File: src/design/fir_pkg.sv
package fir_pkg;

   localparam int SAMPLE_W        = 16;
   localparam int WEIGHT_W        = 16;
   localparam int PROD_W          = SAMPLE_W + WEIGHT_W;
   localparam int SUM_W           = 35;
   localparam int NUM_WEIGHT_REGS = 8;
   localparam int CSR_INDEX_W     = 8;
   localparam int TAPS_DEFAULT    = 8;

   // register map: tap_weight_k sits at this base plus k
   localparam logic [CSR_INDEX_W-1:0] CSR_TAP_WEIGHT_BASE = '0;

   typedef logic signed [SAMPLE_W-1:0] sample_type;
   typedef logic signed [WEIGHT_W-1:0] weight_type;
   typedef logic signed [PROD_W-1:0]   product_type;
   typedef logic signed [SUM_W-1:0]    sum_type;

endpackage

File: src/design/fir_cell.sv
module fir_cell
   import fir_pkg::*;
(
   input  logic        clock,
   input  logic        reset,
   input  logic        shift_en,
   input  weight_type  weight,
   input  sample_type  tap_data,
   output sample_type  pass_data,
   output product_type product
);

   sample_type  sample_ff;
   product_type product_ff;

   always_ff @(posedge clock) begin
      if (reset) begin
         sample_ff <= '0;
      end else if (shift_en) begin
         sample_ff <= tap_data;
      end
   end

   always_ff @(posedge clock) begin
      if (shift_en) begin
         product_ff <= PROD_W'(weight) * PROD_W'(tap_data);
      end
   end

   assign pass_data = sample_ff;
   assign product   = product_ff;

endmodule

File: config.mk
export PLATFORM = sky130hd
export DESIGN_NAME = fir_cell
export DESIGN_NICKNAME = d
export VERILOG_FILES = /design/src/design/fir_pkg.sv /design/src/design/fir_cell.sv
export SDC_FILE = /design/constraint.sdc
export NUM_CORES = 1
export LEC_CHECK = 0
export CAP_MARGIN = 25
export CORE_ASPECT_RATIO = 0.5
export CORE_MARGIN = 5
export CORE_UTILIZATION = 40
export CTS_CLUSTER_DIAMETER = 150
export DETAILED_ROUTE_END_ITERATION = 8
export DONT_BUFFER_PORTS = 1
export PLACE_DENSITY = 0.52
export SLEW_MARGIN = 20
export SYNTH_ARGS = -nofsm -noshare
export SYNTH_HDL_FRONTEND = slang
export SYNTH_SLANG_ARGS = --single-unit
File: constraint.sdc
create_clock -name clock -period 10.8 [get_ports clock]
set_clock_uncertainty 0.1 [all_clocks]
set_input_delay 3.24 -clock clock [delete_from_list [all_inputs] [get_ports clock]]
set_output_delay 3.24 -clock clock [all_outputs]
set_load 0.005 [all_outputs]
==> results.json <==
{
  "timing.critical_path.to_type": "flip-flop",
  "placer_congestion": 0.8337,
  "cts_sinks": 48,
  "cts-buffers-inserted": 5,
  "start_util_pct": 40.62,
  "tritoncts": "built",
  "chipHeight_um": 128.7,
  "post_cts.repair.setup_buffers": 0,
  "dieWidth_um": 247.4,
  "clkLatencyLatePin_ns": 0.31,
  "place.port_buffers": 0,
  "antenna_found_initial": 0,
  "synth-edff-count": 32,
  "via_count_of_the_first_global_routing_pass": 8148,
  "grt_max_degree": 49,
  "first_iter_violations": 332,
  "fp-row-count": 43,
  "status": "complete, no violations",
  "maximum_achievable_frequency_mhz": 110.1,
  "layout.cells.most_common": "sky130_fd_sc_hd__inv_1",
  "grt.total_usage_pct": 18.04,
  "drc_errors": 0,
  "detail_route.vias_per_cell": 4.894,
  "postCtsHoldBufs": 0,
  "via_count": 7371,
  "maxCapViolations": 0,
  "critPathMaxFanout": 16,
  "diodes": 0,
  "mostFrequentLayoutCells": "sky130_fd_sc_hd__inv_1 (291), sky130_fd_sc_hd__fa_1 (262), sky130_fd_sc_hd__nand2_1 (125)",
  "setup_violations": 0,
  "worst_slew_margin_rel_pct": 60.63,
  "grt_first_pass_wirelength_um": 44680,
  "core_area_um2": 27760,
  "pin_count": 83,
  "max_h_tree_level": 2,
  "hold_viol_final": 0,
  "yosys_warnings": 0,
  "drt.antenna.violating_nets": 0,
  "post_synth_and_or_nand_nor_area_fraction_pct": 13.70,
  "synthesized_area_um2": 11280,
  "synth_seq_area_share_pct": 11.36,
  "first_pass_iters": 5,
  "arrival_time_of_the_worst_setup_path_ns": 9.04,
  "final_cycle_share_pct": 84.09,
  "hold_path_class": "flip-flop to flip-flop",
  "number_of_register_bits_inferred_by_synthesis": 48,
  "drt-wirelength-per-cell_um": 17.83,
  "async_flop_share_pct": 0,
  "timing.critical_path.from_type": "input port",
  "synth.distinct_cells": 45,
  "synth_fa_ha_area_share_pct": 55.61,
  "cts.repair.resized": 0,
  "cp.required_ns": 10.76,
  "post_synth_xor_area_fraction_pct": 2.874,
  "timing_worst_slew_pin_value_ns": 0.5869,
  "dp_hpwl_um": 22020,
  "timing.final.crit_period_ns": 9.081,
  "cts_root_buffer": "sky130_fd_sc_hd__clkbuf_16",
  "wl_um": 26850,
  "slew_violations": 0,
  "nets": 1502,
  "sum_neg_setup_slack_ns": 0,
  "synth-compound-area-share_pct": 4.039,
  "syn-instance-count": 1155,
  "synth_top_family_by_area": "adder cells",
  "design.die.area_um2": 31850,
  "area_growth_syn_to_layout_pct": 4.471,
  "synth_area_per_cell_um2": 9.763,
  "yosys_most_used_dff": "sky130_fd_sc_hd__edfxtp_1",
  "timing.setup.critical_path_class": "input port to flip-flop",
  "drive_above_1_share_pct": 1.512,
  "grt_setup_unrepaired": "false",
  "synth.area.mux_share_pct": 1.420,
  "clkSlewWorstSetupHoldPaths_ns": 0.08,
  "synth_nets": 1534,
  "cts.path.max_buffers": 2,
  "grt-ovfl-total": 0
}
==> worst max-delay path: stages <==
cell                      delay [ns]
sky130_fd_sc_hd__nand2_1        0.09
sky130_fd_sc_hd__inv_1          0.09
sky130_fd_sc_hd__fa_1           0.64
sky130_fd_sc_hd__fa_1           0.84
sky130_fd_sc_hd__fa_1           0.51
sky130_fd_sc_hd__fa_1           0.51
sky130_fd_sc_hd__fa_1           0.49
sky130_fd_sc_hd__inv_1          0.05
sky130_fd_sc_hd__fa_1           0.48
sky130_fd_sc_hd__inv_1          0.04
sky130_fd_sc_hd__ha_1           0.34
sky130_fd_sc_hd__and4_1         0.32
sky130_fd_sc_hd__nand3_1        0.17
sky130_fd_sc_hd__a31oi_1        0.40
sky130_fd_sc_hd__nor3_1         0.15
sky130_fd_sc_hd__o41ai_1        0.40
sky130_fd_sc_hd__a21oi_1        0.14
sky130_fd_sc_hd__xnor2_1        0.14
==> area by class of cell <==
cell class | count | area (µm²)
Tap cell | 382 | 478.0
Inverter | 291 | 1092
Multi-Input combinational cell | 777 | 8756
Sequential cell | 48 | 1281
Fill cell | 2757 | 15980
Clock inverter | 3 | 47.55
Clock buffer | 5 | 125.1
==> cell families after synthesis <==
family	count (synthesis)
compound gates	66
buf+inv	330
simple gates	314
flops	48
xor+xnor	37
mux	16
fa+ha+maj	344
==> Yosys cell counts (2+ instances only) <==
| cell type | number | area (µm²) |
|---|---|---|
| sky130_fd_sc_hd__nand4_1 | 2 | 12.51 |
| sky130_fd_sc_hd__fa_1 | 262 | 5245 |
| sky130_fd_sc_hd__or3_1 | 3 | 18.77 |
| sky130_fd_sc_hd__a31oi_1 | 2 | 12.51 |
| sky130_fd_sc_hd__o21bai_1 | 2 | 15.01 |
| sky130_fd_sc_hd__o21a_1 | 3 | 22.52 |
| sky130_fd_sc_hd__edfxtp_1 | 32 | 960.9 |
| sky130_fd_sc_hd__nand2b_1 | 4 | 25.02 |
| sky130_fd_sc_hd__mux2i_1 | 16 | 160.2 |
| sky130_fd_sc_hd__nor2_1 | 42 | 157.7 |
| sky130_fd_sc_hd__ha_1 | 82 | 1026 |
| sky130_fd_sc_hd__o21ai_0 | 10 | 50.05 |
| sky130_fd_sc_hd__clkbuf_1 | 37 | 138.9 |
| sky130_fd_sc_hd__nand2_1 | 125 | 469.2 |
| sky130_fd_sc_hd__a21oi_1 | 19 | 95.09 |
| sky130_fd_sc_hd__xor2_1 | 9 | 78.83 |
| sky130_fd_sc_hd__xnor2_1 | 28 | 245.2 |
| sky130_fd_sc_hd__a211oi_1 | 4 | 30.03 |
| sky130_fd_sc_hd__and2_1 | 123 | 769.5 |
| sky130_fd_sc_hd__inv_1 | 291 | 1092 |
| sky130_fd_sc_hd__buf_1 | 2 | 7.510 |
| sky130_fd_sc_hd__nand3_1 | 5 | 25.02 |
| sky130_fd_sc_hd__nor3_1 | 5 | 25.02 |
| sky130_fd_sc_hd__dfxtp_1 | 16 | 320.3 |
| sky130_fd_sc_hd__a21o_1 | 11 | 82.58 |
==> routing by layer <==
| metal | vias to the layer above | GRT usage (%) | routed length [µm] | share of wire (%) |
|---|---|---|---|---|
| li1 | 3327 | - | - | - |
| met1 | 3886 | 24.15 | 11480 | 43 |
| met2 | 129 | 31.84 | 13990 | 52 |
| met3 | 29 | 2.449 | 948 | 3.5 |
| met4 | 0 | 3.651 | 432 | 1.6 |
| met5 | - | 0 | 0 | 0 |
==> worst paths after layout <==
check                                   start             to  slack (ns)  cells past startpoint
worst max-delay path               weight[15]    product[30]        1.72                     18
worst min-delay path             pass_data[0]   pass_data[0]        0.43                      2
worst max register to register  pass_data[15]  pass_data[15]        9.80                      2
worst min register to register   pass_data[0]   pass_data[0]        0.43                      2
==> through the flow <==
stage / setup WS, ns / util [%] / instances / area (µm²) / hold WS [ns]
2_1_floorplan: 1.661 / - / 1155 / 11280 / 0.3852
3_3_place_gp: 1.423 / 41.81 / 1498 / 11610 / 0.4164
3_5_place_dp: 1.367 / 41.81 / 1498 / 11610 / 0.4172
4_1_cts: 1.682 / 42.43 / 1506 / 11780 / 0.4360
5_1_grt: 1.370 / 42.43 / 1506 / 11780 / 0.4561
6_report: 1.719 / 42.43 / 1506 / 11780 / 0.4276
==> flip-flops by register name (all words and copies together), names as in the netlist <==
register and flops:
pass_data 16, product 32
Power is left out: the tool's default activity adds up to more than one toggle a clock period on the data nets, which glitch-free logic cannot reach.
