[config.mk]
export PLATFORM = sky130hd
export DESIGN_NAME = fir_sum_tree
export DESIGN_NICKNAME = d
export VERILOG_FILES = /design/src/design/fir_pkg.sv /design/src/design/fir_sum_tree.sv
export SDC_FILE = /design/constraint.sdc
export NUM_CORES = 1
export LEC_CHECK = 0
export BUFFER_PORTS_ARGS = -buffer_cell sky130_fd_sc_hd__buf_2
export CAP_MARGIN = 10
export CORE_ASPECT_RATIO = 0.5
export CORE_MARGIN = 2
export CORE_UTILIZATION = 64
export CTS_BUF_LIST = sky130_fd_sc_hd__clkbuf_4 sky130_fd_sc_hd__clkbuf_8
export DETAILED_ROUTE_END_ITERATION = 10
export PLACE_DENSITY_LB_ADDON = 0.2
export SLEW_MARGIN = 40
export SYNTH_ARGS = -nofsm -noshare
export SYNTH_HDL_FRONTEND = slang
export SYNTH_SLANG_ARGS = --single-unit
[constraint.sdc]
create_clock -name clock -period 10.58 [get_ports clock]
set_input_delay 2.116 -clock clock [delete_from_list [all_inputs] [get_ports clock]]
set_output_delay 2.116 -clock clock [all_outputs]
set_load 0.01 [all_outputs]
[src/design/fir_pkg.sv]
package fir_pkg;

   localparam int SAMPLE_W        = 16;
   localparam int WEIGHT_W        = 16;
   localparam int PROD_W          = SAMPLE_W + WEIGHT_W;
   localparam int SUM_W           = 35;
   localparam int NUM_WEIGHT_REGS = 8;
   localparam int CSR_INDEX_W     = 8;
   localparam int TAPS_DEFAULT    = 8;

   // register map: tap_weight_k sits at this base plus k
   localparam logic [CSR_INDEX_W-1:0] CSR_TAP_WEIGHT_BASE = '0;

   typedef logic signed [SAMPLE_W-1:0] sample_type;
   typedef logic signed [WEIGHT_W-1:0] weight_type;
   typedef logic signed [PROD_W-1:0]   product_type;
   typedef logic signed [SUM_W-1:0]    sum_type;

endpackage

[src/design/fir_sum_tree.sv]
module fir_sum_tree
   import fir_pkg::*;
#(
   parameter int TAPS = TAPS_DEFAULT
)
(
   input  logic        clock,
   input  logic        reset,
   input  product_type products [TAPS],
   input  logic        in_valid,
   output logic        in_ready,
   output sum_type     sum_out,
   output logic        out_valid,
   input  logic        out_stall
);

   localparam int LEVELS = $clog2(TAPS);
   localparam int PAD    = 1 << LEVELS;

   sum_type leaf     [PAD];
   sum_type child_lo [1:PAD-1];
   sum_type child_hi [1:PAD-1];
   sum_type tree_ff  [1:PAD-1];
   logic    node_en  [1:PAD-1];

   logic [LEVELS-1:0] valid_ff;
   logic [LEVELS-1:0] valid_in;
   logic [LEVELS-1:0] level_en;

   // zero padding up to a power of two
   for (genvar j = 0; j < PAD; j++) begin : g_leaf
      if (j < TAPS) begin : g_used
         assign leaf[j] = SUM_W'(products[j]);
      end else begin : g_pad
         assign leaf[j] = '0;
      end
   end

   // heap layout: node i adds nodes 2i and 2i+1, root is node 1
   for (genvar i = 1; i < PAD; i++) begin : g_node
      localparam int LVL = LEVELS - $clog2(i + 1);
      if (2 * i >= PAD) begin : g_from_leaf
         assign child_lo[i] = leaf[2 * i - PAD];
         assign child_hi[i] = leaf[2 * i + 1 - PAD];
      end else begin : g_from_node
         assign child_lo[i] = tree_ff[2 * i];
         assign child_hi[i] = tree_ff[2 * i + 1];
      end
      assign node_en[i] = level_en[LVL];
   end

   always_comb begin
      level_en[LEVELS-1] = !valid_ff[LEVELS-1] || !out_stall;
      for (int j = LEVELS - 2; j >= 0; j--) begin
         level_en[j] = !valid_ff[j] || level_en[j+1];
      end
   end

   always_comb begin
      valid_in[0] = level_en[0] ? in_valid : valid_ff[0];
      for (int j = 1; j < LEVELS; j++) begin
         valid_in[j] = level_en[j] ? valid_ff[j-1] : valid_ff[j];
      end
   end

   always_ff @(posedge clock) begin
      if (reset) begin
         valid_ff <= '0;
      end else begin
         valid_ff <= valid_in;
      end
   end

   always_ff @(posedge clock) begin
      for (int i = 1; i < PAD; i++) begin
         if (node_en[i]) begin
            tree_ff[i] <= child_lo[i] + child_hi[i];
         end
      end
   end

   assign in_ready  = level_en[0];
   assign sum_out   = tree_ff[1];
   assign out_valid = valid_ff[LEVELS-1];

endmodule

==> out/summary.txt, run 1 <==
Mean Syn Cell Area - 10.17 µm²
area delta synth->final - 13.79%
Worst-Skew Late Latency - 0.54 ns
setup tns final - 0 ns
first-pass detailed-route iteration total - 6
NumNets Final - 2616
placed instance area - 20340 µm²
Final Cycle Share - 47.21%
most frequent cells after synthesis - 237 x edfxtp_1, 228 x ha_1, 194 x a21oi_1, 137 x xnor2_1, 126 x a21o_1
Synth Flop Type - edfxtp_1
Post-synth EDFFs - 237
Max Clock Skew - 0.03635 ns
Yosys top cell by area - edfxtp_1
Initial Util - 65.85%
Leak Pwr - 0.009585 µW
Mapped Area - 18460 µm²
post-layout minimum cycle time - 4.995 ns
H-Tree Depth - 2
largest net degree at the start of global routing - 71
Seq pwr share - 33.5%
FF+latch count, synth - 240
worst hold path class - reg2reg
switching pwr - 2013 µW
DR vias/cell - 6.098
WL final - 45670 µm
# setup viols final - 0
Final Cell Area - 21010 µm²
Worst Setup SP - out_stall
Slew HR - 44.89%
antenna violations before repair - 0
number of core rows - 43
DRC viols - 0
vias in the first global route - 14071
Internal - 3059 µW
RSZ-0062 raised after global routing - no
CTS tree - built
# IOs - 297
max-slew violations - 0
DR vias - 15410
worst slew pin tran - 0.8160 ns
total die area - 30300 µm²
clock sink count - 240
CTS Buffer Depth - 3
yosys warns - 0
status - completed
arrival time worst endpoint - 2.88 ns
CP max FO - 8
Yosys top cell area share - 38.55%
Peak Freq - 200.2 MHz
asr flop ratio synth - 0%
Final HPWL DP - 36460 µm
Clock power frac - 14.2%
power per cell area - 241.4 nW/µm²
IO Port Bufs - 296
post-cts sizing count - 0
DIE WIDTH - 244.2 µm
Mapped Cells - 1815
All-Layer GR Usage - 30.20%
count leader, synth - edfxtp_1
Die H - 124.1 µm
main area contributors after synthesis - edfxtp_1 39%, ha_1 15%, xnor2_1 6.5%, a21oi_1 5.3%, a21o_1 5.1%
CTS buffer count - 35
Distinct cells, synth - 78
clk slew on worst S/H paths - 0.06 ns
routed wire length per instance - 18.07 µm
total of max-cap violations - 0
final hold vios - 0
global-route wire length before repair - 71990 µm
crit start category - primary input
sequential share of the synthesized area - 38.88%
Final ANT Viol Nets - 0
FF-to-FF setup slack - 6.88 ns
Mapped Nets - 2310
CTS root buf - clkbuf_8
Iter 0 DRT Violations - 1427
Worst Hold Launch - valid_ff[1]
hold_buf cts - 0
launch point of the worst reg-to-reg path - tree_ff[0][140]
WS Path Type - in2out
core area - 28030 µm²
post-CTS setup buffers - 0
layout cells sized above 1 - 18.19%
routability congestion estimate from global placement - 0.9434
VDD IR max - 153.7 µV
Tot Pwr - 5071 µW
hold slack - 0.4963 ns
crit end category - primary output
Worst Path Required - 8.46 ns
global route overflow - 0
Net Sw Frac - 39.69%
combinational group share of total power - 52.3%
routing by layer:
layer | vias up | share of wire, % | global-route usage (%)
met5 | - | 0 | 0
met4 | 0 | 2.3 | 8.041
met3 | 74 | 7.6 | 5.344
met2 | 561 | 44 | 46.93
met1 | 7269 | 46 | 43.92
li1 | 7506 | - | -
placed cells by master, fill, tap and decap left out, drive strengths merged, types with 15 or more instances in the layout:
master,n
buf,301
edfxtp,237
ha,228
a21oi,197
xnor2,137
a21o,126
nand2,109
nor2,101
o21ai,101
inv,68
xor2,65
nand3,49
clkbuf,46
a31oi,31
nor2b,30
o21bai,27
and3,26
o21a,22
nand2b,22
nor3,20
nand4,18
a211oi,15
cells by family (layout without fill, tap and decap cells):
logic type | Yosys count | in the layout | synth area share, %
compound gates | 620 | 620 | 22.12
simple gates | 417 | 417 | 11.11
flops | 240 | 240 | 38.88
fa+ha+maj | 235 | 235 | 16.21
xor+xnor | 202 | 202 | 9.585
buf+inv | 100 | 429 | 2.033
mux | 1 | 1 | 0.05423
other cells | 0 | 1 | 0
registers in the layout (all words and copies together), names as in the netlist:
signal	cells
valid_ff	3
tree_ff	237
per-stage QoR:
step / worst slack (ns) / std cells / util [%]
2_1_floorplan: 3.301 / 1815 / -
3_3_place_gp: 5.389 / 2465 / 72.55
3_5_place_dp: 5.273 / 2465 / 72.55
4_1_cts: 5.548 / 2525 / 74.83
5_1_grt: 5.524 / 2526 / 74.93
6_report: 5.585 / 2527 / 74.94
cell type report:
class | count | area (µm²)
well taps | 382 | 478.0
repair buffers | 301 | 1539
clock inverters | 14 | 62.56
diodes | 1 | 2.502
clock buffers | 46 | 576.8
fillers | 2093 | 7025
multi-input cells | 1475 | 10910
inverters | 68 | 255.2
flip-flops and latches | 240 | 7177
path summary, 6_finish.rpt:
| path | cells after the start | end |
|---|---|---|
| worst max-delay path | 4 | in_ready |
| worst min-delay path | 2 | valid_ff[2] |
| worst max register to register | 12 | tree_ff[0][100] |
| worst min register to register | 2 | valid_ff[2] |
critical path, stage by stage:
cell and delay [ns]:
buf_2 0.11, and3_1 0.24, nand2_4 0.17, buf_2 0.22
power by group through the flow:
stage	Combinational, µW	Clock (µW)	Sequential, µW
after floorplan	1930	0	1690
after global placement	2540	0	1710
after detailed placement	2590	0	1720
after CTS	2620	727	1700
after global routing	2940	769	1720
final	2650	722	1700
Note: power is estimated with default switching activity, not from simulation.
==> run 2, diff against run 1 <==
Settings changed: CORE_UTILIZATION 64 to 54.
Clock period 10.58 ns to 4.4 ns, I/O delays scaled along.
==> run 2 against run 1 <==
Sequential power grew 140%; final area up 1.3%; global-route usage down 4.4 points; clock power increased to 2.9 times the previous value; wire length is 1.3% higher; clock skew fell by 0.016 ns; hold slack lost 0.037 ns; critical path type is now in2reg.
==> out/summary.txt, run 2 (same netlist as run 1, synthesis figures left out) <==
total of max-cap violations - 0
All-Layer GR Usage - 25.79%
Slew HR - 47.58%
clock sink count - 240
Worst Hold Launch - valid_ff[1]
WS Path Type - in2reg
arrival time worst endpoint - 3.92 ns
Initial Util - 55.36%
vias in the first global route - 14033
Leak Pwr - 0.009677 µW
NumNets Final - 2622
Die H - 134.7 µm
largest registers - tree_ff x237, valid_ff x3
Iter 0 DRT Violations - 1200
core area - 33340 µm²
post-cts sizing count - 0
top cell family by delay on the critical path - compound AO/OA/AOI/OAI gates
CTS tree - built
FF-to-FF setup slack - 1.00 ns
routed wire length per instance - 17.80 µm
DP Worst Slack - 0.2676 ns
commonest non-fill, non-tap cells in the layout - 296 x buf_2, 237 x edfxtp_1, 228 x ha_1
DRC viols - 0
clk slew on worst S/H paths - 0.06 ns
antenna violations before repair - 2
Final Cell Area - 21280 µm²
Max Clock Skew - 0.02080 ns
Final Cycle Share - 82.60%
CP max FO - 3
DP Cell Count - 2529
# IOs - 297
crit start category - primary input
DIE WIDTH - 265.5 µm
max-slew violations - 0
hold_buf cts - 0
Critical Path Most Common Cell - o21ai_1
final hold vios - 0
commonest non-fill, non-tap cell in the layout - buf_2
layout cells sized above 1 - 18.83%
CTS Buffer Depth - 3
sequential cell area - 7177 µm²
status - completed
worst stage delay on the critical path - 0.42 ns
DR vias/cell - 5.797
power per cell area - 586.6 nW/µm²
# setup viols final - 0
Biggest register - tree_ff
Final ANT Viol Nets - 0
hold slack - 0.4589 ns
critical path buffer and inverter count - 1
largest net degree at the start of global routing - 76
DR vias - 15066
Worst Path Required - 4.69 ns
IO Port Bufs - 296
setup tns final - 0 ns
worst hold path class - reg2reg
RSZ-0062 raised after global routing - no
Worst path slowest cell - a221o_1
Multi-input gate area - 10920 µm²
CTS buffer count - 37
Final HPWL DP - 37190 µm
total die area - 35770 µm²
area delta synth->final - 15.27%
global-route wire length before repair - 72950 µm
crit end category - flip-flop
worst slew pin tran - 0.7862 ns
WL final - 46270 µm
non-filler cells, final - 2599
CTS root buf - clkbuf_8
post-CTS setup buffers - 0
Largest register FFs - 237
number of core rows - 47
post-layout minimum cycle time - 3.634 ns
crit path setup slack, layout - 0.7657 ns
first-pass detailed-route iteration total - 5
H-Tree Depth - 2
CP Cell Sequence - buf_2 -> ha_1 -> fa_1 -> a21oi_1 -> o21ai_1 -> a31oi_1 -> o21ai_1 -> a221o_1 -> a31oi_2 -> o31ai_1 -> a311oi_1 -> xnor2_1
global route overflow - 0
Worst-Skew Late Latency - 0.55 ns
Peak Freq - 275.2 MHz
Fillers - 2764
launch point of the worst reg-to-reg path - tree_ff[0][210]
VDD IR max - 266.1 µV
Worst Setup SP - products[64]
placed instance area - 20460 µm²
routability congestion estimate from global placement - 0.9040
## run 2: cell types whose count changed in the layout (fill, tap and decap cells not counted)
| cell | change |
|---|---|
| buf_12 | -1 |
| buf_4 | +7 |
| buf_6 | -2 |
| bufinv_16 | +3 |
| clkbuf_4 | +2 |
| clkbuf_8 | +6 |
| clkinv_1 | -4 |
| clkinv_2 | +1 |
| diode_2 | +1 |
| nand2_4 | -1 |
| nand2_8 | +1 |
## run 2: worst paths after layout
path                     end  depth (start not counted)
max          tree_ff[0][240]                         12
min              valid_ff[2]                          2
max reg2reg  tree_ff[0][135]                         12
min reg2reg      valid_ff[2]                          2
## run 2: worst register-to-register path, delay by kind of cell, from the launching register on
kind                       cells  cell delay (ns)
AOI/OAI and AO/OA              6             1.67
DFF                            1             0.33
xor gates and xnor gates       1             0.14
and+or+nand+nor                2             0.29
adders and majority gates      2             0.62
buffers and inverters          1             0.07
## run 2: area by class of cell
cell class                 instances  area share (%)
antenna                            2         0.02352
clock buffer                      54           3.169
clock inverter                    14          0.6704
inverter                          68           1.200
multi-input combinational       1475           51.33
sequential                       240           33.73
tap                              441           2.593
timing repair buffer             305           7.280
## run 2: metrics by stage
stage / power, µW / utilization [%]
detailed placement: 10350 / 61.35
CTS: 12480 / 63.80
global placement: 10260 / 61.35
global route: 13370 / 63.81
finish: 12480 / 63.81
floorplan: 8701 / -
## run 2: per-layer routing
layer	global-route usage, %	part of all wire, %	routed length, µm	vias up
li1	-	-	-	7529
met2	40.10	43	20110	484
met3	5.142	7.5	3485	55
met1	37.29	47	21850	6998
met4	5.901	1.8	833	0
met5	0	0	0	-
## run 2: where the power goes
| part | internal, µW | switching [µW] |
|---|---|---|
| Sequential | 3740 | 330 |
| Clock | 1170 | 926 |
| Combinational | 2770 | 3550 |
| Total | 7670 | 4810 |
